File: src/hdl/segint_pkg.sv
// Shared types and constants for the segment intersection block.
package segint_pkg;

  localparam int PT_BITS    = 24;
  localparam int MASK_BITS  = 6;
  localparam int SLOTS      = 4;
  localparam int FIFO_DEPTH = 4;

  typedef logic signed [PT_BITS-1:0] pt_t;

  typedef struct packed {
    logic                             is_cross;
    logic [MASK_BITS-1:0]             mask;
    logic [SLOTS-1:0][PT_BITS-1:0]    px;
    logic [SLOTS-1:0][PT_BITS-1:0]    py;
  } job_t;

  function automatic logic [1:0] slot_of(input logic [2:0] idx);
    logic [1:0] s;
    case (idx)
      3'd0: s = 2'd0;
      3'd1: s = 2'd1;
      3'd2: s = 2'd0;
      3'd3: s = 2'd1;
      3'd4: s = 2'd2;
      3'd5: s = 2'd3;
      default: s = 2'd0;
    endcase
    return s;
  endfunction

endpackage

File: src/hdl/segint_fifo.sv
// Short job queue between the front and the back.
module segint_fifo (
  input  logic             clk,
  input  logic             rst,
  input  logic             push,
  input  segint_pkg::job_t push_data,
  output logic             not_full,
  input  logic             pop,
  output logic             not_empty,
  output segint_pkg::job_t head
);

  localparam int PW = $clog2(segint_pkg::FIFO_DEPTH);

  segint_pkg::job_t mem [segint_pkg::FIFO_DEPTH];
  logic [PW-1:0] wr_ptr, rd_ptr;
  logic [PW:0]   count;

  assign not_full  = count != (PW+1)'(segint_pkg::FIFO_DEPTH);
  assign not_empty = count != '0;
  assign head      = mem[rd_ptr];

  always_ff @(posedge clk) begin
    if (rst) begin
      wr_ptr <= '0;
      rd_ptr <= '0;
      count  <= '0;
    end else begin
      if (push) wr_ptr <= wr_ptr + 1'b1;
      if (pop)  rd_ptr <= rd_ptr + 1'b1;
      if (push && !pop) count <= count + 1'b1;
      else if (pop && !push) count <= count - 1'b1;
    end
    if (push) mem[wr_ptr] <= push_data;
  end

endmodule

File: config.mk
export PLATFORM = sky130hd
export DESIGN_NAME = segint_fifo
export DESIGN_NICKNAME = d
export VERILOG_FILES = /design/src/hdl/segint_pkg.sv /design/src/hdl/segint_fifo.sv
export SDC_FILE = /design/constraint.sdc
export NUM_CORES = 1
export LEC_CHECK = 0
export ABC_CLOCK_PERIOD_IN_PS = 8400
export BUFFER_PORTS_ARGS = -buffer_cell sky130_fd_sc_hd__buf_2
export CAP_MARGIN = 20
export CORE_MARGIN = 1
export CORE_UTILIZATION = 40
export CTS_CLUSTER_SIZE = 16
export DETAILED_ROUTE_END_ITERATION = 6
export PLACE_DENSITY = 0.55
export SKIP_CTS_REPAIR_TIMING = 1
export SLEW_MARGIN = 25
export SYNTH_ARGS = -nofsm -noshare
export SYNTH_HDL_FRONTEND = slang
export SYNTH_SLANG_ARGS = --single-unit
File: constraint.sdc
create_clock -name clk -period 8.4 [get_ports clk]
set_input_delay 2.52 -clock clk [delete_from_list [all_inputs] [get_ports clk]]
set_output_delay 2.52 -clock clk [all_outputs]
set_load 0.02 [all_outputs]
Word level (Yosys, flattened, before mapping)
Memories as Yosys holds them, arrays and structs flattened. A register that Yosys moved wholly into a read port is not among the register bits.
Cells that the tools add are included.
Storage, ports and cells
  memories: 1
  memory bits (writable): 796
  bits of input ports: 203
  output and inout port bits: 201
  flip-flop bits (word level): 7
Cells by class
  reduce and logical (&&, ||, !) cells: 6
  equality and inequality tests: 1
  mux-type cells: 6
  add/subtract/negate cells: 4
Memory list
  mem: words 4, width 199, rd ports 1, clocked after memory_dff 1, write ports 1, line segint_fifo.sv:15  | segint_pkg::job_t mem [segint_pkg::FIFO_DEPTH];
Operators with widths (count)
  $mux W3: 2
  $add A2 B1 Y2 const B: 2
  $mux W2: 2
  $add A3 B1 Y3 const B: 1
  $ne A3 B3 Y1 const B: 1
  $reduce_bool A3 Y1: 1
  $sub A3 B1 Y3 const B: 1
  $logic_and A1 B1 Y1: 2
  $logic_not A1 Y1: 2
  $mux W1: 2
  $reduce_bool A2 Y1: 1

Logic depth before layout (Yosys ltp)
  word-level depth: 4
  mapped depth: 7

Worst setup path after synthesis
OpenSTA, ideal clock, no wires.
  path type: input port to flip-flop
  from: input port push
  to: memory mem[0][0] (netlist name) (enable)
  setup time: 0.583 ns
  stages: 1
  path slack: 0.782 ns
  data arrival time: 7.035 ns
  cells stage by stage: and2_1
On the way
  word-level cells in the longest chain between the ends: 2
Ends and longest elaborated chain
  start: declaration: line segint_fifo.sv:5  | input logic push,
  $mux W1: line segint_fifo.sv:34  | if (push) mem[wr_ptr] <= push_data;
  $mux W1 (implied by the code): line segint_fifo.sv:34
  end: declaration: line segint_fifo.sv:15
Every way passes these cells.

==> qor.csv <==
stage;metric;value;unit
run_status;status;complete, no violations;
place;PortBufs;403;
sta;fmax;177.9;MHz
clock_network;CTS tree;yes;
sta;Tmin final;5.620;ns
grt;largest net degree at the start of global routing;108;
sta;Final Setup Violations;0;
critical_path;r2r setup slk;5.85;ns
sta;count of pins over their slew limit;0;
grt;grt total ovfl;0;
routing;DR pass1 iterations;4;
grt;number of global-route vias before repair;13730;
sta;Setup Total Neg Slack;0;ns
die;Die Y-Extent;271.8;microns
routing;via count;12920;
routing;vias per inst;5.041;
die;initial core utilization;0.4059;
power;Max VDD drop;0.1877;mV
critical_path;WP data arrival;3.10;ns
die;IO Pins;404;
logic_synthesis;synthesized flop and latch total;805;
power;Leak;11.59;nW
routing;violation count after the first detailed-route iteration;726;
run;Max Cap Viol;0;
clock_network;Worst-Skew Late Latency;0.63;ns
logic_synthesis;syn nets;1293;
critical_path;FF-to-FF Start;wr_ptr[0];
logic_synthesis;post-synth top area cell;edfxtp_1;
clock_network;clock slew at reported path FFs;0.06;ns
sta;RSZ-0062 raised after global routing;false;
critical_path;crit path launch type;flip-flop;
sta;Final Hold Vio Count;0;
critical_path;reg2reg end;mem[2][132];
critical_path;Critical Path Sink Type;output pin;
cells_and_area;layout cells sized above 1;0.4590;
logic_synthesis;share of the synthesized area in the top cell type;0.8210;
grt;first-pass GRT wire length;86.48;mm
sta;Rel. slew slack;0.3484;
sta;clock skew;0.03190;ns
grt;total track usage;0.1572;
grt;antenna violations before repair;17;
logic_synthesis;Netlist cell types;19;
critical_path;Worst Path Max Fanout;84;
routing;drt total wl;57.92;mm
sta;Final Cycle Share;0.6690;
logic_synthesis;share of the yosys chip area belonging to registers;0.8272;
clock_network;CTS Buf Count;83;
cells_and_area;most common cell after layout, fill and taps aside;edfxtp_1;
place;Placed Area;32210;sq um
cells_and_area;Area Growth Syn to Fin;19.83;%
place;dpl hpwl;33.28;mm
clock_network;clk root buf;clkbuf_16;
place;GP Congestion;0.7146;
cells_and_area;post-route cell area;34890;sq um
clock_network;Clock Path Buffers;3;
critical_path;Req. time, crit path;5.88;ns
sta;Worst Tran Pin Value;0.9774;ns
logic_synthesis;syn avg cell area;26.86;sq um
logic_synthesis;synth warn;0;
die;# rows;98;
routing;Routed Antenna Nets;0;
clock_network;H-tree depth;3;
cells_and_area;Final nets;1748;
logic_synthesis;Post-Syn Area;29110;sq um
logic_synthesis;largest cells by area after synthesis;edfxtp_1 82%, mux4_2 15%, dfxtp_1 0.62%;
die;core area;71730;sq um
routing;Avg WL per Cell;22.61;microns
critical_path;worst setup path class;reg -> out;
clock_network;clock sinks;805;
cells_and_area;most frequent cells in the layout;796 x edfxtp_1, 403 x buf_2, 199 x mux4_2, 84 x clkbuf_16, 20 x clkinv_2;
critical_path;Reg2Reg Depth;4;
die;Chip Width;271.8;microns
worst_hold_path;HP Class;reg -> reg;
die;die area;73860;sq um
power;PwrDens;263.0;nW/um^2
logic_synthesis;Gate Count Post-Synth;1084;
critical_path;critical path endpoint;head[62];
worst_hold_path;hold path startpoint;count[2];
routing;drt drc;0;
[cell type report]
class | instances | area [sq um]
clock inverter | 51 | 490.5
tap | 950 | 1189
timing repair buffer | 415 | 2195
fill | 5938 | 36850
antenna | 4 | 10.01
clock buffer | 103 | 2173
sequential | 805 | 24090
multi-input combinational | 230 | 4723
inverter | 4 | 15.01
[worst min-delay path by stage]
stage | endpoint | slack (ns) | cells past startpoint
finish | count[2] | 0.50 | 2
global route | count[2] | 0.53 | 2
CTS | count[2] | 0.50 | 2
detailed placement | count[2] | 0.49 | 2
global placement | count[2] | 0.48 | 2
floorplan | count[2] | 0.47 | 2
[report_power, final]
part           switching (mW)  internal, mW
Sequential             0.0556          4.62
Combinational           0.565         0.368
Clock                    1.50          2.07
Total                    2.12          7.06
[sequential cells by signal, indices dropped and copies added, names as in the netlist, named ones only]
| signal | count |
|---|---|
| count | 3 |
| mem | 796 |
| rd_ptr | 2 |
| wr_ptr | 2 |
[stage by stage]
stage	power (mW)	instances	utilization	hold slack (ns)	setup slack [ns]
detailed placement	5.722	2404	0.4491	0.4939	3.318
global placement	5.709	2404	0.4491	0.4794	3.303
global route	9.512	2559	0.4862	0.5341	2.495
CTS	9.307	2558	0.4862	0.5012	2.618
finish	9.177	2562	0.4863	0.5018	2.780
floorplan	5.382	1084	-	0.4664	0.7816
[cells in the mapped netlist]
cell type    n
xor2_1       3
nand2_1      2
edfxtp_1   796
buf_6       14
dfxtp_1      9
buf_1        7
mux2i_1      2
nor2_1       8
fa_1         1
and2_1       4
ha_1         5
a21oi_1      1
xnor2_1      2
inv_1        4
or3_1        2
buf_2       22
clkbuf_1     2
o21ai_0      1
mux4_2     199
[worst max-delay path, cell delays in order (launching register included)]
cell	delay, ns
dfxtp_4	0.89
buf_12	0.58
mux4_2	0.63
buf_2	0.18
[metal layers]
layer | global-route usage | part of all wire
met1 | 0.2055 | 0.41
met2 | 0.2467 | 0.48
met3 | 0.05449 | 0.077
met4 | 0.05174 | 0.025
met5 | 0 | 0.0030
[cell families (layout without fill, tap and decap cells)]
logic type | after synthesis | after routing | share of synthesized area
mux | 201 | 201 | 0.1546
other cells | 0 | 4 | 0
compound gates | 2 | 2 | 0.0003435
fa+ha+maj | 6 | 6 | 0.002837
simple gates | 16 | 16 | 0.002579
xor+xnor | 5 | 5 | 0.001504
buf+inv | 49 | 573 | 0.01087
flops | 805 | 805 | 0.8272
(Power assumes the default switching activity.)
