<file path="config.mk">
export PLATFORM = sky130hd
export DESIGN_NAME = segint_back_flat
export DESIGN_NICKNAME = d
export VERILOG_FILES = /design/src/hdl/segint_pkg.sv /design/src/hdl/segint_if.sv /design/src/hdl/segint_back.sv /design/src/flat_wrapper.sv
export SDC_FILE = /design/constraint.sdc
export NUM_CORES = 1
export LEC_CHECK = 0
export BUFFER_PORTS_ARGS = -buffer_cell sky130_fd_sc_hd__buf_4
export CAP_MARGIN = 25
export CORE_MARGIN = 10
export CORE_UTILIZATION = 40
export CTS_BUF_LIST = sky130_fd_sc_hd__clkbuf_8
export DETAILED_ROUTE_END_ITERATION = 10
export PLACE_DENSITY = 0.64
export SETUP_SLACK_MARGIN = 0.2
export SLEW_MARGIN = 20
export SYNTH_ARGS = -nofsm -noshare
export SYNTH_HDL_FRONTEND = slang
export SYNTH_SLANG_ARGS = --single-unit
</file>
<file path="constraint.sdc">
create_clock -name clk -period 9.44 [get_ports clk]
set_input_delay 1.888 -clock clk [delete_from_list [all_inputs] [get_ports clk]]
set_output_delay 1.888 -clock clk [all_outputs]
set_load 0.01 [all_outputs]
</file>
<file path="src/hdl/segint_pkg.sv">
// Shared types and constants for the segment intersection block.
package segint_pkg;

  localparam int PT_BITS    = 24;
  localparam int MASK_BITS  = 6;
  localparam int SLOTS      = 4;
  localparam int FIFO_DEPTH = 4;

  typedef logic signed [PT_BITS-1:0] pt_t;

  typedef struct packed {
    logic                             is_cross;
    logic [MASK_BITS-1:0]             mask;
    logic [SLOTS-1:0][PT_BITS-1:0]    px;
    logic [SLOTS-1:0][PT_BITS-1:0]    py;
  } job_t;

  function automatic logic [1:0] slot_of(input logic [2:0] idx);
    logic [1:0] s;
    case (idx)
      3'd0: s = 2'd0;
      3'd1: s = 2'd1;
      3'd2: s = 2'd0;
      3'd3: s = 2'd1;
      3'd4: s = 2'd2;
      3'd5: s = 2'd3;
      default: s = 2'd0;
    endcase
    return s;
  endfunction

endpackage

</file>
<file path="src/hdl/segint_if.sv">


interface segint_out_if;
  logic                                 valid;
  logic                                 ready;
  logic                                 has_point;
  logic signed [segint_pkg::PT_BITS-1:0] point_x;
  logic signed [segint_pkg::PT_BITS-1:0] point_y;
  logic                                 last_point;

  modport source (output valid, has_point, point_x, point_y, last_point, input ready);
  modport sink (input valid, has_point, point_x, point_y, last_point, output ready);
endinterface

</file>
<file path="src/hdl/segint_back.sv">
// Back: expand each job into its result transactions through an output register.
module segint_back (
  input  logic             clk,
  input  logic             rst,
  input  logic             q_valid,
  input  segint_pkg::job_t q_head,
  output logic             q_pop,
  segint_out_if.source     out_ch
);

  logic                            act;
  segint_pkg::job_t                job;
  logic [segint_pkg::MASK_BITS-1:0] mask;
  logic                            o_valid, o_has, o_last;
  segint_pkg::pt_t                 o_x, o_y;
  logic                            adv, emit;
  logic                            has_next, last_next;
  segint_pkg::pt_t                 x_next, y_next;
  logic [segint_pkg::MASK_BITS-1:0] mask_next;

  assign adv   = !o_valid || out_ch.ready;
  assign emit  = act && adv;
  assign q_pop = !act && q_valid;

  assign out_ch.valid      = o_valid;
  assign out_ch.has_point  = o_has;
  assign out_ch.point_x    = o_x;
  assign out_ch.point_y    = o_y;
  assign out_ch.last_point = o_last;

  always_comb begin
    logic [2:0] idx;
    logic       found;
    idx       = '0;
    found     = 1'b0;
    for (int i = segint_pkg::MASK_BITS - 1; i >= 0; i--) begin
      if (mask[i]) begin
        idx   = 3'(i);
        found = 1'b1;
      end
    end
    has_next  = 1'b1;
    x_next    = job.px[0];
    y_next    = job.py[0];
    mask_next = '0;
    last_next = 1'b1;
    if (!job.is_cross) begin
      if (!found) begin
        has_next = 1'b0;
        x_next   = '0;
        y_next   = '0;
      end else begin
        x_next    = job.px[segint_pkg::slot_of(idx)];
        y_next    = job.py[segint_pkg::slot_of(idx)];
        mask_next = mask & ~(segint_pkg::MASK_BITS'(1) << idx);
        last_next = mask_next == '0;
      end
    end
  end

  always_ff @(posedge clk) begin
    if (rst) begin
      act     <= 1'b0;
      o_valid <= 1'b0;
    end else begin
      if (q_pop) act <= 1'b1;
      else if (emit && last_next) act <= 1'b0;
      if (emit) o_valid <= 1'b1;
      else if (out_ch.ready) o_valid <= 1'b0;
    end
    if (q_pop) begin
      job  <= q_head;
      mask <= q_head.mask;
    end else if (emit) begin
      mask <= mask_next;
    end
    if (emit) begin
      o_has  <= has_next;
      o_x    <= x_next;
      o_y    <= y_next;
      o_last <= last_next;
    end
  end

endmodule

</file>
<file path="src/flat_wrapper.sv">
// flat-port wrapper written by rule: the top's interface ports become plain ports
module segint_back_flat 
  (clk, rst, q_valid, q_head, q_pop, out_ch_valid, out_ch_has_point, out_ch_point_x, out_ch_point_y, out_ch_last_point, out_ch_ready);
  segint_out_if out_ch_i ();
  input  logic clk;
  input  logic rst;
  input  logic q_valid;
  input  segint_pkg::job_t q_head;
  output logic q_pop;
  output wire logic [$bits(out_ch_i.valid)-1:0] out_ch_valid;
  output wire logic [$bits(out_ch_i.has_point)-1:0] out_ch_has_point;
  output wire logic [$bits(out_ch_i.point_x)-1:0] out_ch_point_x;
  output wire logic [$bits(out_ch_i.point_y)-1:0] out_ch_point_y;
  output wire logic [$bits(out_ch_i.last_point)-1:0] out_ch_last_point;
  input wire logic [$bits(out_ch_i.ready)-1:0] out_ch_ready;
  assign out_ch_valid = out_ch_i.valid;
  assign out_ch_has_point = out_ch_i.has_point;
  assign out_ch_point_x = out_ch_i.point_x;
  assign out_ch_point_y = out_ch_i.point_y;
  assign out_ch_last_point = out_ch_i.last_point;
  assign out_ch_i.ready = out_ch_ready;
  segint_back u_core (.clk(clk), .rst(rst), .q_valid(q_valid), .q_head(q_head), .q_pop(q_pop), .out_ch(out_ch_i));
endmodule
</file>
---- Yosys cells after proc, flatten, opt, wreduce, memory -nomap -nowiden ----
Cells that the tools add are included.
word-level totals
  word-level logic and storage cells ...... 69
  bits in read-only memories .............. 0
  bits in latches ......................... 0
  input port bits ......................... 203
  memories kept ........................... 0
  output and inout port bits .............. 52
  RAM bits ................................ 0
  register bits ........................... 251
cells by class
  eq/ne operators ......................... 4
  reductions and logical operators ........ 11
  order comparisons ....................... 1
  mux-type cells .......................... 34
  multiply operators ...................... 0
  bitwise logic cells ..................... 2
  shift-type cells ........................ 1
  add/sub/neg operators ................... 0
  div/mod/pow operators ................... 0
operator list
  kind                   number
  $mux W24               6
  $bmux W24 S2           2
  $mux W6                4
  $mux W3                6
  $mux W1                13
  $and A6 B6 Y6          1
  $eq A3 B3 Y1 const B   2
  $logic_not A6 Y1       1
  $not A6 Y6             1
  $pmux W2 S3            1
  $reduce_bool A2 Y1     3
  $shl A1 B3 Y6 const A  1
  $mux W2                2
  $eq A3 B1 Y1 const B   1
  $eq A3 B2 Y1 const B   1
  $logic_and A1 B1 Y1    3
  $lt A2 B3 Y1 const B   1
  $logic_not A1 Y1       2
  $reduce_or A2 Y1       1
  $logic_or A1 B1 Y1     1

---- Logic depth before layout (Yosys ltp) ----
Gate-level depths: netlist of the first run.
  depth in word-level cells ............... 15
  depth in mapped cells ................... 8

---- Least setup slack after synthesis of the first run ----
OpenSTA, ideal clock, no wires.
  path kind ............................... input to output
  start point ............................. input port q_valid
  end point ............................... output port q_pop
  path slack .............................. -16 ps
  arrival ................................. 7,568 ps
  data required time ...................... 7,552 ps
  cell stages on the path ................. 2
  path buffers ............................ 1
  path through ............................ nor2b_1 > clkbuf_1
on the way
  word-level cells in the longest chain between the ends .. 1
ends and longest elaborated chain
  element              line               text
  from (decl)          flat_wrapper.sv:7  input logic q_valid;
  $logic_and A1 B1 Y1  segint_back.sv:23  assign q_pop = !act && q_valid;
  to (decl)            flat_wrapper.sv:9  output logic q_pop;
No other way between the ends.

---- Final worst setup path of the first run ----
Same ends and word-level chain as after synthesis.

==> impl_results.md, run 1 <==
* Mapped Area at between 10,000 and 15,000 sq um
* Clock Sinks at 251
* Worst vdd ir at 124 uV
* Area of the core at about 25,000 sq um
* DR DRC count at 0
* Post-DRT Antenna Nets at 0
* Share of layout cells above drive strength 1 at 0.420
* Pre-antenna DRT Iters at 5
* Pins Over Slew Limit at 0
* Top FF cell, synth: edfxtp_1
* Std cell rows at 58
* IO Port Bufs at approximately 250
* Element type at the critical path end: output port
* FFs w/ async S/R, synth at 0
* CTS buffer count at 43
* Min Clock Period, post-route at between 4 and 5 ns
* Max_slew headroom at 0.313
* Nets at 1,038
* Startpoint class of the critical path: primary input
* RSZ-0062 raised after global routing: false
* Die Wd at about 180 microns
* Syn_area_per_cell at around 18 sq um
* CTS tree: yes
* Leakage power at 4.63 nW
* Register area share after synthesis at 0.746
* CTS Hold Bufs at 0
* Critical path type: in2out
* Routability cong. at between 0.7 and 0.8
* Total gr overflow at 0
* First-pass GRT wire length at 40.3 mm
* Clock tree root buffer cell: clkbuf_8
* CTS H-tree depth at 2
* Synthesized net count at ~770
* Fill cells at around 2,100
* Worst Hold Class: reg2reg
* FF+latch count, synth at 251
* Post-Syn Instances at 568
* Boundary Pins at ~260
* Largest net degree at the start of global routing at 82
* EDFF count, synth at around 250
* Later-pin clock latency in the skew report at 0.55 ns
* Worst-Margin Slew at 1.03 ns
* Antenna diodes at 0
* Gr usage total at 0.164
* # resized after CTS at 0
* Yosys cell types at 38
* WP data arrival at ~2.3 ns
* Final setup violation count at 0
* Drt wl/cell at 22.6 microns
* Routed wire length at 27.0 mm
* CTS Buffer Depth at 3
* Initial antenna violation count at 0
* Max cap viols at 0
* Via density at approximately 5.4
* Ratio of final minimum period to clock period at 0.444
* DRT iter0 DRCs at 426
* Vias at 6,436
* Ys Warns at 0
* Final setup TNS at 0 ns
* Setup Skew at between 0.02 and 0.03 ns
* Post-CTS setup buffer count at 0
* Outcome: complete, no violations
* PD cells at 204 nW/um^2
* WHS at 0.493 ns
* Worst path required time at approximately 7.6 ns
* Area Growth Syn to Fin at 30.0%
* Fmax achieved at 238 MHz
* Initial Utilization at 0.404
* Crit path max fanout at 2
* Number of global-route vias before repair at 7,191
* Half-perimeter wire length after placement at 17.5 mm
* Die Y-Extent at approximately 180 microns
* Clock-pin transition on the worst setup and hold timing paths at approximately 0.05 ns
* Die Area at 31,900 sq um
* Final-report hold violation count at 0
-- cells by family (layout without fill, tap and decap cells) --
family                 Yosys count  after routing  synth area share
AO/OA/AOI/OAI                  187            187             0.186
flip-flops                     251            251             0.746
multiplexers                    10             10           0.00993
buffers and inverters           49            347            0.0269
AND/OR/NAND/NOR                 71             71            0.0313
-- worst max-delay path, stage by stage --
cell and delay [ns]:
buf_4 0.09, nor2b_4 0.18, buf_4 0.15
-- report_power, final --
part | switching, W | leakage, nW | internal [W]
Sequential | 0.0000454 | 2.39 | 0.00134
Clock | 0.000425 | 0.430 | 0.000488
Combinational | 0.000220 | 1.80 | 0.000149
-- layout by cell type, fill, tap and decap left out, types with 3 or more instances in the layout --
| cell | synthesis | routed |
|---|---|---|
| a2111oi_0 | 7 | 7 |
| a2111oi_2 | 9 | 9 |
| a2111oi_4 | 21 | 21 |
| a21oi_1 | 39 | 38 |
| a221oi_1 | 39 | 39 |
| a22oi_1 | 10 | 10 |
| a311oi_1 | 37 | 37 |
| buf_4 | 2 | 267 |
| clkbuf_8 | 0 | 44 |
| clkinv_1 | 0 | 16 |
| clkinv_2 | 0 | 6 |
| edfxtp_1 | 249 | 249 |
| inv_1 | 4 | 10 |
| mux2i_1 | 10 | 10 |
| nand2_1 | 46 | 46 |
| nand2b_1 | 3 | 3 |
| nor2_1 | 7 | 6 |
| o21ai_0 | 14 | 14 |
| or2_2 | 3 | 3 |
-- path summary, 6_finish.rpt --
path / from / endpoint / slack [ns] / cells past startpoint
setup / recovery: q_valid / q_pop / 5.25 / 3
setup reg to reg: u_core.job[198]$_DFFE_PP_ / u_core.out_ch.point_y[14]$_DFFE_PP_ / 6.34 / 6
hold / removal: u_core.out_ch.valid$_SDFFE_PP0P_ / u_core.out_ch.valid$_SDFFE_PP0P_ / 0.49 / 2
hold reg to reg: u_core.out_ch.valid$_SDFFE_PP0P_ / u_core.out_ch.valid$_SDFFE_PP0P_ / 0.49 / 2
-- cell usage after synthesis (2+ instances only) --
library cell	instances	share of area
dfxtp_1	2	0.0040
o21ai_0	14	0.0070
a21oi_1	39	0.019
nand2b_1	3	0.0019
or2_2	3	0.0019
nand2_1	46	0.017
buf_6	3	0.0034
buf_2	11	0.0055
a311oi_1	37	0.032
clkbuf_1	24	0.0089
buf_1	2	0.00075
a211o_1	4	0.0035
inv_1	4	0.0015
a22oi_1	10	0.0075
a211oi_1	2	0.0015
a2111oi_4	21	0.057
nor2_1	7	0.0026
a2111oi_0	7	0.0061
or3_1	2	0.0012
a221oi_1	39	0.034
buf_4	2	0.0015
buf_12	2	0.0040
and2_1	2	0.0012
edfxtp_1	249	0.74
nor2b_1	3	0.0019
a2111oi_2	9	0.013
mux2i_1	10	0.0099
-- registers in the layout, indices dropped and copies added (netlist names) --
register / flops
u_core.job: 193
u_core.out_ch.has_point: 1
u_core.out_ch.point_y: 24
u_core.out_ch.last_point: 1
u_core.out_ch.valid: 1
u_core.out_ch.point_x: 24
u_core.act: 1
u_core.mask: 6
-- per-layer routing --
metal	wire [microns]	vias to the layer above	global-route usage
met5	0	-	0
met4	463	0	0.0527
met3	2430	43	0.0586
met2	13300	259	0.271
met1	10800	3190	0.196
li1	-	2944	-
-- layout make-up --
class,count,area (sq um),share of cell area
Sequential cell,251,7520,0.574
Multi-Input combinational cell,268,2350,0.180
Clock inverter,32,189,0.0144
Timing Repair Buffer,267,2000,0.153
Inverter,4,15.0,0.00115
Clock buffer,44,606,0.0462
Tap cell,330,413,0.0315
-- metrics by stage --
step           instance area (sq um)  cells  utilization  worst slack (ns)  power, W
2_1_floorplan                  10100    568            -              2.87   0.00161
3_3_place_gp                   12300   1120        0.493              5.25   0.00177
3_5_place_dp                   12300   1120        0.493              5.20   0.00178
4_1_cts                        13100   1196        0.525              5.25   0.00270
5_1_grt                        13100   1196        0.525              5.23   0.00278
6_report                       13100   1196        0.525              5.25   0.00267
No activity file was read; power rests on OpenSTA's default activity.
==> run 2, diff against run 1 <==
Settings changed: ABC_AREA set to 1.
Clock period 9.44 ns to 3.45 ns, I/O delays scaled along.
==> impl_results.md, run 2 <==
* Initial Utilization at 0.408 (+0.00424)
* Post-DRT Antenna Nets at 0 (unchanged)
* Die Y-Extent at 178 microns (-0.44%)
* Routed wire length at 27.5 mm (+1.8%)
* Placed cell count at 1,330 (+19%)
* Clock share of power at 0.339 (-0.003)
* CTS H-tree depth at 2 (unchanged)
* Via density at 5.02 (-6.8%)
* Clock-pin transition on the worst setup and hold timing paths at 0.06 ns (about the same)
* FF+latch count, synth at 251 (unchanged)
* IO Port Bufs at 254 (unchanged)
* Mapped Area at 9980 sq um (-0.98%)
* FFs w/ async S/R, synth at 0 (unchanged)
* Gr usage total at 0.166 (+0.00203)
* CTS Buffer Depth at 3 (unchanged)
* Core Util, Final at 0.531 (+0.00595)
* Largest net degree at the start of global routing at 116 (+41%)
* Leakage power at 5.35 nW (+16%)
* Ratio of final minimum period to clock period at 0.678
* Adder-Cell Fraction of Synth Area at 0 (unchanged)
* Min Clock Period, post-route at approximately 2.3 ns
* Cell with the most instances after synthesis: edfxtp_1
* Post-synthesis simple-gate area fraction at 0.207 (+0.176)
* Worst vdd ir at 276 uV (+120%)
* Total gr overflow at 0 (unchanged)
* Area of the core at 24,500 sq um (-2.0%)
* WP data arrival at 1.65 ns (-0.66 ns)
* Fraction of post-synthesis cell area in the top cell type by area at 0.749 (+0.00735)
* Worst Path Buf+Inv at 3 (+1)
* Commonest cells in the netlist: 249 x edfxtp_1, 242 x nand3_1, 212 x nand2_1
* Die Wd at 178 microns (-0.44%)
* First-pass GRT wire length at 40.8 mm (+1.3%)
* Routability cong. at 0.806 (+6.8%)
* Crit path max fanout at 13 (+11)
* NetSw at 0.00189 W (+170%)
* Die Area at 31,700 sq um (-0.87%)
* Complex-gate fraction of the synthesized area at 0.00552 (-0.180)
* Crit path max-delay family: buffers and inverters
* Reg with most FFs: u_core.job
* Ys Warns at 0 (unchanged)
* Worst Hold Class: in2reg
* Critical path type: reg2out
* Sw frac at 0.259 (+0.000374)
* Fill cells at 2,099 (+0.43%)
* CTS buffer count at 44 (+2.3%)
* Nets at 1,255 (+21%)
* Number of global-route vias before repair at 7,200 (+0.13%)
* Outcome: complete, no violations
* Std cell rows at 57 (-1.7%)
* Dominant cells by area after synthesis: edfxtp_1 75%, nand3_1 12%, nand2_1 8.0%
* Commonest non-fill, non-tap cells in the layout: 265 x buf_4, 249 x edfxtp_1, 242 x nand3_1, 211 x nand2_1, 47 x clkbuf_8
* Worst-path cell chain: inv_1 -> nand2_8 -> clkinvlp_4 -> buf_4
* Synth area leader: edfxtp_1
* RSZ-0062 raised after global routing: false
* Half-perimeter wire length after placement at 17.8 mm (+1.8%)
* Sequential power share at 0.512 (-0.007)
* Synthesized net count at 991 (+29%)
* Initial antenna violation count at 1 (+1)
* XOR/XNOR Fraction of Synth Area at 0 (unchanged)
* Post-Syn Instances at 788 (+39%)
* Worst path max stage delay at 0.34 ns (+0.16 ns)
* Setup Skew at 0.0187 ns (-0.00651 ns)
* Cell Int Power at 0.00540 W (+170%)
* Final setup violation count at 0 (unchanged)
* DR DRC count at 0 (unchanged)
* Top FF cell, synth: edfxtp_1
* Clock Sinks at 251 (unchanged)
* CTS Hold Bufs at 0 (unchanged)
* Startpoint class of the critical path: register
* Worst path required time at 2.76 ns (-4.79 ns)
* Combinational Power Share at 0.149 (+0.011)
* EDFF count, synth at 249 (unchanged)
* Share of layout cells above drive strength 1 at 0.308 (-0.112)
* Later-pin clock latency in the skew report at 0.54 ns (about the same)
* Element type at the critical path end: output port
* Worst-Margin Slew at 0.707 ns (-0.324 ns)
* Critical path's slowest cell: dfxtp_1
* Fmax achieved at 427 MHz
* Max reg flops at 193 (unchanged)
* DRT iter0 DRCs at 500 (+17%)
* CTS tree: yes
* Yosys cell types at 20 (-47%)
* Vias at 7,048 (+9.5%)
* Pre-antenna DRT Iters at 7 (+2)
* Drt wl/cell at 19.6 microns (-13%)
* WHS at 0.303 ns (-0.190 ns)
* Max cap viols at 0 (unchanged)
* Max_slew headroom at 0.529 (+0.216)
* Post-synthesis mux area share at 0 (-0.00993)
* Register area share after synthesis at 0.753 (+0.00739)
* Syn_area_per_cell at 12.7 sq um (-29%)
* Final-report hold violation count at 0 (unchanged)
* Commonest non-fill, non-tap cell in the layout: buf_4
* Boundary Pins at 255 (unchanged)
* Pins Over Slew Limit at 0 (unchanged)
* # resized after CTS at 0 (unchanged)
* Non-Filler Instances at 1,405 (+17%)
* Largest family of logic cells by synthesized area: simple AND/OR/NAND/NOR gates
* PD cells at 561 nW/um^2 (+180%)
* Post-CTS setup buffer count at 0 (unchanged)
* Area Growth Syn to Fin at 30.1% (about the same)
* Clock tree root buffer cell: clkbuf_8
run 2: cell families after synthesis:
logic type / count (synthesis)
flops: 251
compound gates: 10
simple gates: 463
buf+inv: 64
run 2: power groups by stage:
stage               Sequential (W)  Clock (W)  Combinational [W]
finish                     0.00373    0.00247            0.00109
global route               0.00374    0.00270            0.00121
CTS                        0.00373    0.00256            0.00110
detailed placement         0.00379          0            0.00110
global placement           0.00378          0            0.00107
floorplan                  0.00381          0           0.000610
run 2: final timing paths:
path | start | endpoint | slack (ns) | cells past startpoint
min reg2reg | u_core.out_ch.valid$_SDFFE_PP0P_ | u_core.out_ch.valid$_SDFFE_PP0P_ | 0.48 | 2
max | u_core.act$_SDFFE_PP0P_ | q_pop | 1.11 | 4
max reg2reg | u_core.mask[4]$_DFFE_PP_ | u_core.out_ch.point_y[21]$_DFFE_PP_ | 1.15 | 11
min | rst | u_core.out_ch.valid$_SDFFE_PP0P_ | 0.30 | 2
run 2: per-layer routing:
metal	share of wire	GRT usage	vias to the layer above
li1	-	-	3368
met1	0.40	0.201	3372
met2	0.51	0.279	279
met3	0.082	0.0531	29
met4	0.012	0.0486	0
met5	0	0	-
run 2: stage by stage:
step                worst slack, ns  area (sq um)  total power [W]  TNS (ns)
floorplan                    -0.741         10000          0.00442   -132.30
global placement               1.21         12200          0.00485         0
detailed placement             1.14         12200          0.00488         0
CTS                            1.06         13000          0.00738         0
global route                  0.958         13000          0.00766         0
finish                         1.11         13000          0.00728         0
run 2: layout make-up:
cell class	instances	area, sq um	share of cell area
sequential	251	7520	0.579
multi-input combinational	473	2150	0.165
timing repair buffer	269	2070	0.159
clock buffer	47	647	0.0498
tap	324	405	0.0312
clock inverter	27	138	0.0106
inverter	13	53.8	0.00415
antenna	1	2.50	0.000193
==> run 3, diff against run 2 <==
Settings changed: ABC_AREA 1 to 0.
Clock period 3.45 ns to 2.01 ns, I/O delays scaled along.
==> impl_results.md, run 3 (synthesis gave the netlist of run 1 again) <==
* Share of layout cells above drive strength 1 at 0.463 (+0.155)
* CTS Buffer Depth at 3 (unchanged)
* IO Port Bufs at 254 (unchanged)
* Worst path max stage delay at 0.60 ns (+0.26 ns)
* Max reg flops at 193 (unchanged)
* Worst-Margin Slew at 0.417 ns (-0.290 ns)
* PD cells at 931 nW/um^2 (+66%)
* DR DRC count at 0 (unchanged)
* Fmax achieved at 477 MHz
* Pins Over Slew Limit at 0 (unchanged)
* Clock-pin transition on the worst setup and hold timing paths at 0.06 ns (about the same)
* Outcome: finished, violations left
* Area Growth Syn to Fin at 44.5%
* Final setup TNS at -2.82 ns (-2.82 ns)
* PnR worst setup slack at -0.0868 ns (-1.20 ns)
* Min Clock Period, post-route at 2.10 ns
* Clock Sinks at 251 (unchanged)
* Vias at 6,937 (-1.6%)
* RR Endpoint: u_core.out_ch.point_y[0]$_DFFE_PP_
* Critical path type: reg2reg
* Pre-antenna DRT Iters at 5 (-2)
* Ratio of final minimum period to clock period at 1.04
* Max_slew headroom at 0.722 (+0.193)
* Area of the core at 25,000 sq um (+2.1%)
* Reg-to-reg slack, setup at -0.09 ns (-1.24 ns)
* Std cell rows at 58 (+1.8%)
* Clock tree root buffer cell: clkbuf_8
* Leakage power at 5.21 nW (-2.7%)
* Nets at 1,123 (-11%)
* Critical path's slowest cell: or4_4
* Total gr overflow at 0 (unchanged)
* WHS at 0.0209 ns (-0.282 ns)
* Initial Utilization at 0.404 (-0.00424)
* Drt wl/cell at 23.2 microns (+19%)
* CTS tree: yes
* Final setup violation count at 47 (+47)
* Max cap viols at 0 (unchanged)
* Die Area at 31,900 sq um (+0.88%)
* Die Wd at 179 microns (+0.44%)
* Area of the multi-input gates at 2630 sq um (+23%)
* Commonest non-fill, non-tap cell in the layout: buf_4
* Half-perimeter wire length after placement at 19.0 mm (+7.0%)
* Die Y-Extent at 179 microns (+0.44%)
* Worst hold path depth at 1 (-1)
* Boundary Pins at 255 (unchanged)
* Violated checks: negative setup slack
* Routability cong. at 0.788 (-2.3%)
* Worst-path cell chain: or4_4 -> buf_4 -> buf_6 -> nor2_4 -> buf_12 -> clkbuf_16 -> a311oi_1
* Reg2Reg Depth at 7 (-4)
* CTS buffer count at 44 (unchanged)
* Reg area at 7520 sq um (unchanged)
* Reg-to-Reg Start: u_core.mask[0]$_DFFE_PP_
* Startpoint class of the critical path: register
* Hold wc startpoint: q_head[113]
* Gr usage total at 0.173 (+0.00702)
* Core Util, Final at 0.583 (+0.0527)
* Worst Hold Class: in2reg
* Crit path max fanout at 6 (-7)
* Final-report hold violation count at 0 (unchanged)
* Later-pin clock latency in the skew report at 0.56 ns (+0.02 ns)
* Fill cells at 1,951 (-7.1%)
* Initial antenna violation count at 2 (+1)
* RSZ-0062 raised after global routing: true
* Via density at 5.40 (+7.6%)
* Commonest non-fill, non-tap cells in the layout: 285 x buf_4, 249 x edfxtp_1, 50 x clkbuf_8, 46 x nand2_1
* Element type at the critical path end: register
* Worst vdd ir at 572 uV (+110%)
* DRT iter0 DRCs at 475 (-5.0%)
* WP data arrival at 2.37 ns (+0.72 ns)
* Worst path required time at 2.28 ns (-0.48 ns)
* Pre-CTS setup slack at -0.0772 ns (-1.22 ns)
* Worst hold path endpoint: u_core.job[113]$_DFFE_PP_
* First-pass GRT wire length at 42.3 mm (+3.7%)
* Reg with most FFs: u_core.job
* CTS H-tree depth at 2 (unchanged)
* Number of global-route vias before repair at 7,411 (+2.9%)
* Setup Skew at 0.0314 ns (+0.0127 ns)
* Largest net degree at the start of global routing at 73 (-37%)
* Routed wire length at 29.8 mm (+8.4%)
* Post-DRT Antenna Nets at 0 (unchanged)
## run 3: cell types whose count changed in the layout (fill, tap and decap cells not counted), moves of 13 or more
cell,delta
a2111oi_4,+31
a21oi_1,+35
a221oi_1,+38
a311oi_1,+36
buf_12,+16
buf_4,+20
dlygate4sd3_1,+35
inv_1,-13
nand2_1,-165
nand3_1,-241
## run 3: repair_timing
item	in CTS	in global routing
endpoints found under the hold margin	26	9
buffers inserted	3	7
gates cloned	2	7
gates resized for setup	21	15
endpoints found under the setup margin	49	49
hold buffers	26	9
pin swaps	1	7
## run 3: critical path, delay by kind of cell, from the launching register on
kind / cells / cell delay, ns
DFF: 1 / 0.40
and+or+nand+nor: 2 / 0.77
AOI/OAI and AO/OA: 1 / 0.08
buffers and inverters: 4 / 0.56
## run 3: area by class of cell
| class | instances | share of cell area |
|---|---|---|
| flip-flops and latches | 251 | 0.516 |
| inverters | 4 | 0.00103 |
| multi-input cells | 269 | 0.181 |
| repair buffers | 350 | 0.212 |
| clock inverters | 30 | 0.0143 |
| diodes | 1 | 0.000172 |
| clock buffers | 50 | 0.0473 |
| well taps | 330 | 0.0284 |
## run 3: power breakdown
part	leakage [nW]	internal (W)	total (W)	switching, W
Combinational	2.32	0.00110	0.00235	0.00125
Clock	0.493	0.00267	0.00471	0.00205
Sequential	2.39	0.00628	0.00649	0.000207
## run 3: per-layer routing
metal,track usage,vias to the layer above,share of wire
li1,-,3121,-
met1,0.203,3418,0.40
met2,0.287,315,0.49
met3,0.0586,81,0.084
met4,0.0717,2,0.031
met5,0,-,0.00044
## run 3: worst max-delay path by stage
| stage | to | depth (start not counted) | startpoint |
|---|---|---|---|
| after floorplan | u_core.out_ch.point_x[11]$_DFFE_PP_ | 8 | u_core.mask[0]$_DFFE_PP_ |
| after global placement | u_core.out_ch.point_y[6]$_DFFE_PP_ | 5 | u_core.mask[3]$_DFFE_PP_ |
| after detailed placement | u_core.out_ch.point_y[5]$_DFFE_PP_ | 5 | u_core.mask[3]$_DFFE_PP_ |
| after CTS | u_core.out_ch.point_y[5]$_DFFE_PP_ | 5 | u_core.mask[3]$_DFFE_PP_ |
| after global routing | u_core.out_ch.point_y[2]$_DFFE_PP_ | 5 | u_core.mask[0]$_DFFE_PP_ |
| final | u_core.out_ch.point_y[0]$_DFFE_PP_ | 7 | u_core.mask[0]$_DFFE_PP_ |
## run 3: through the flow
stage          instances  area [sq um]  power [W]
2_1_floorplan        568         10300    0.00760
3_3_place_gp        1150         12900    0.00864
3_5_place_dp        1150         12900    0.00868
4_1_cts             1261         14200     0.0135
5_1_grt             1285         14600     0.0141
6_report            1285         14600     0.0136
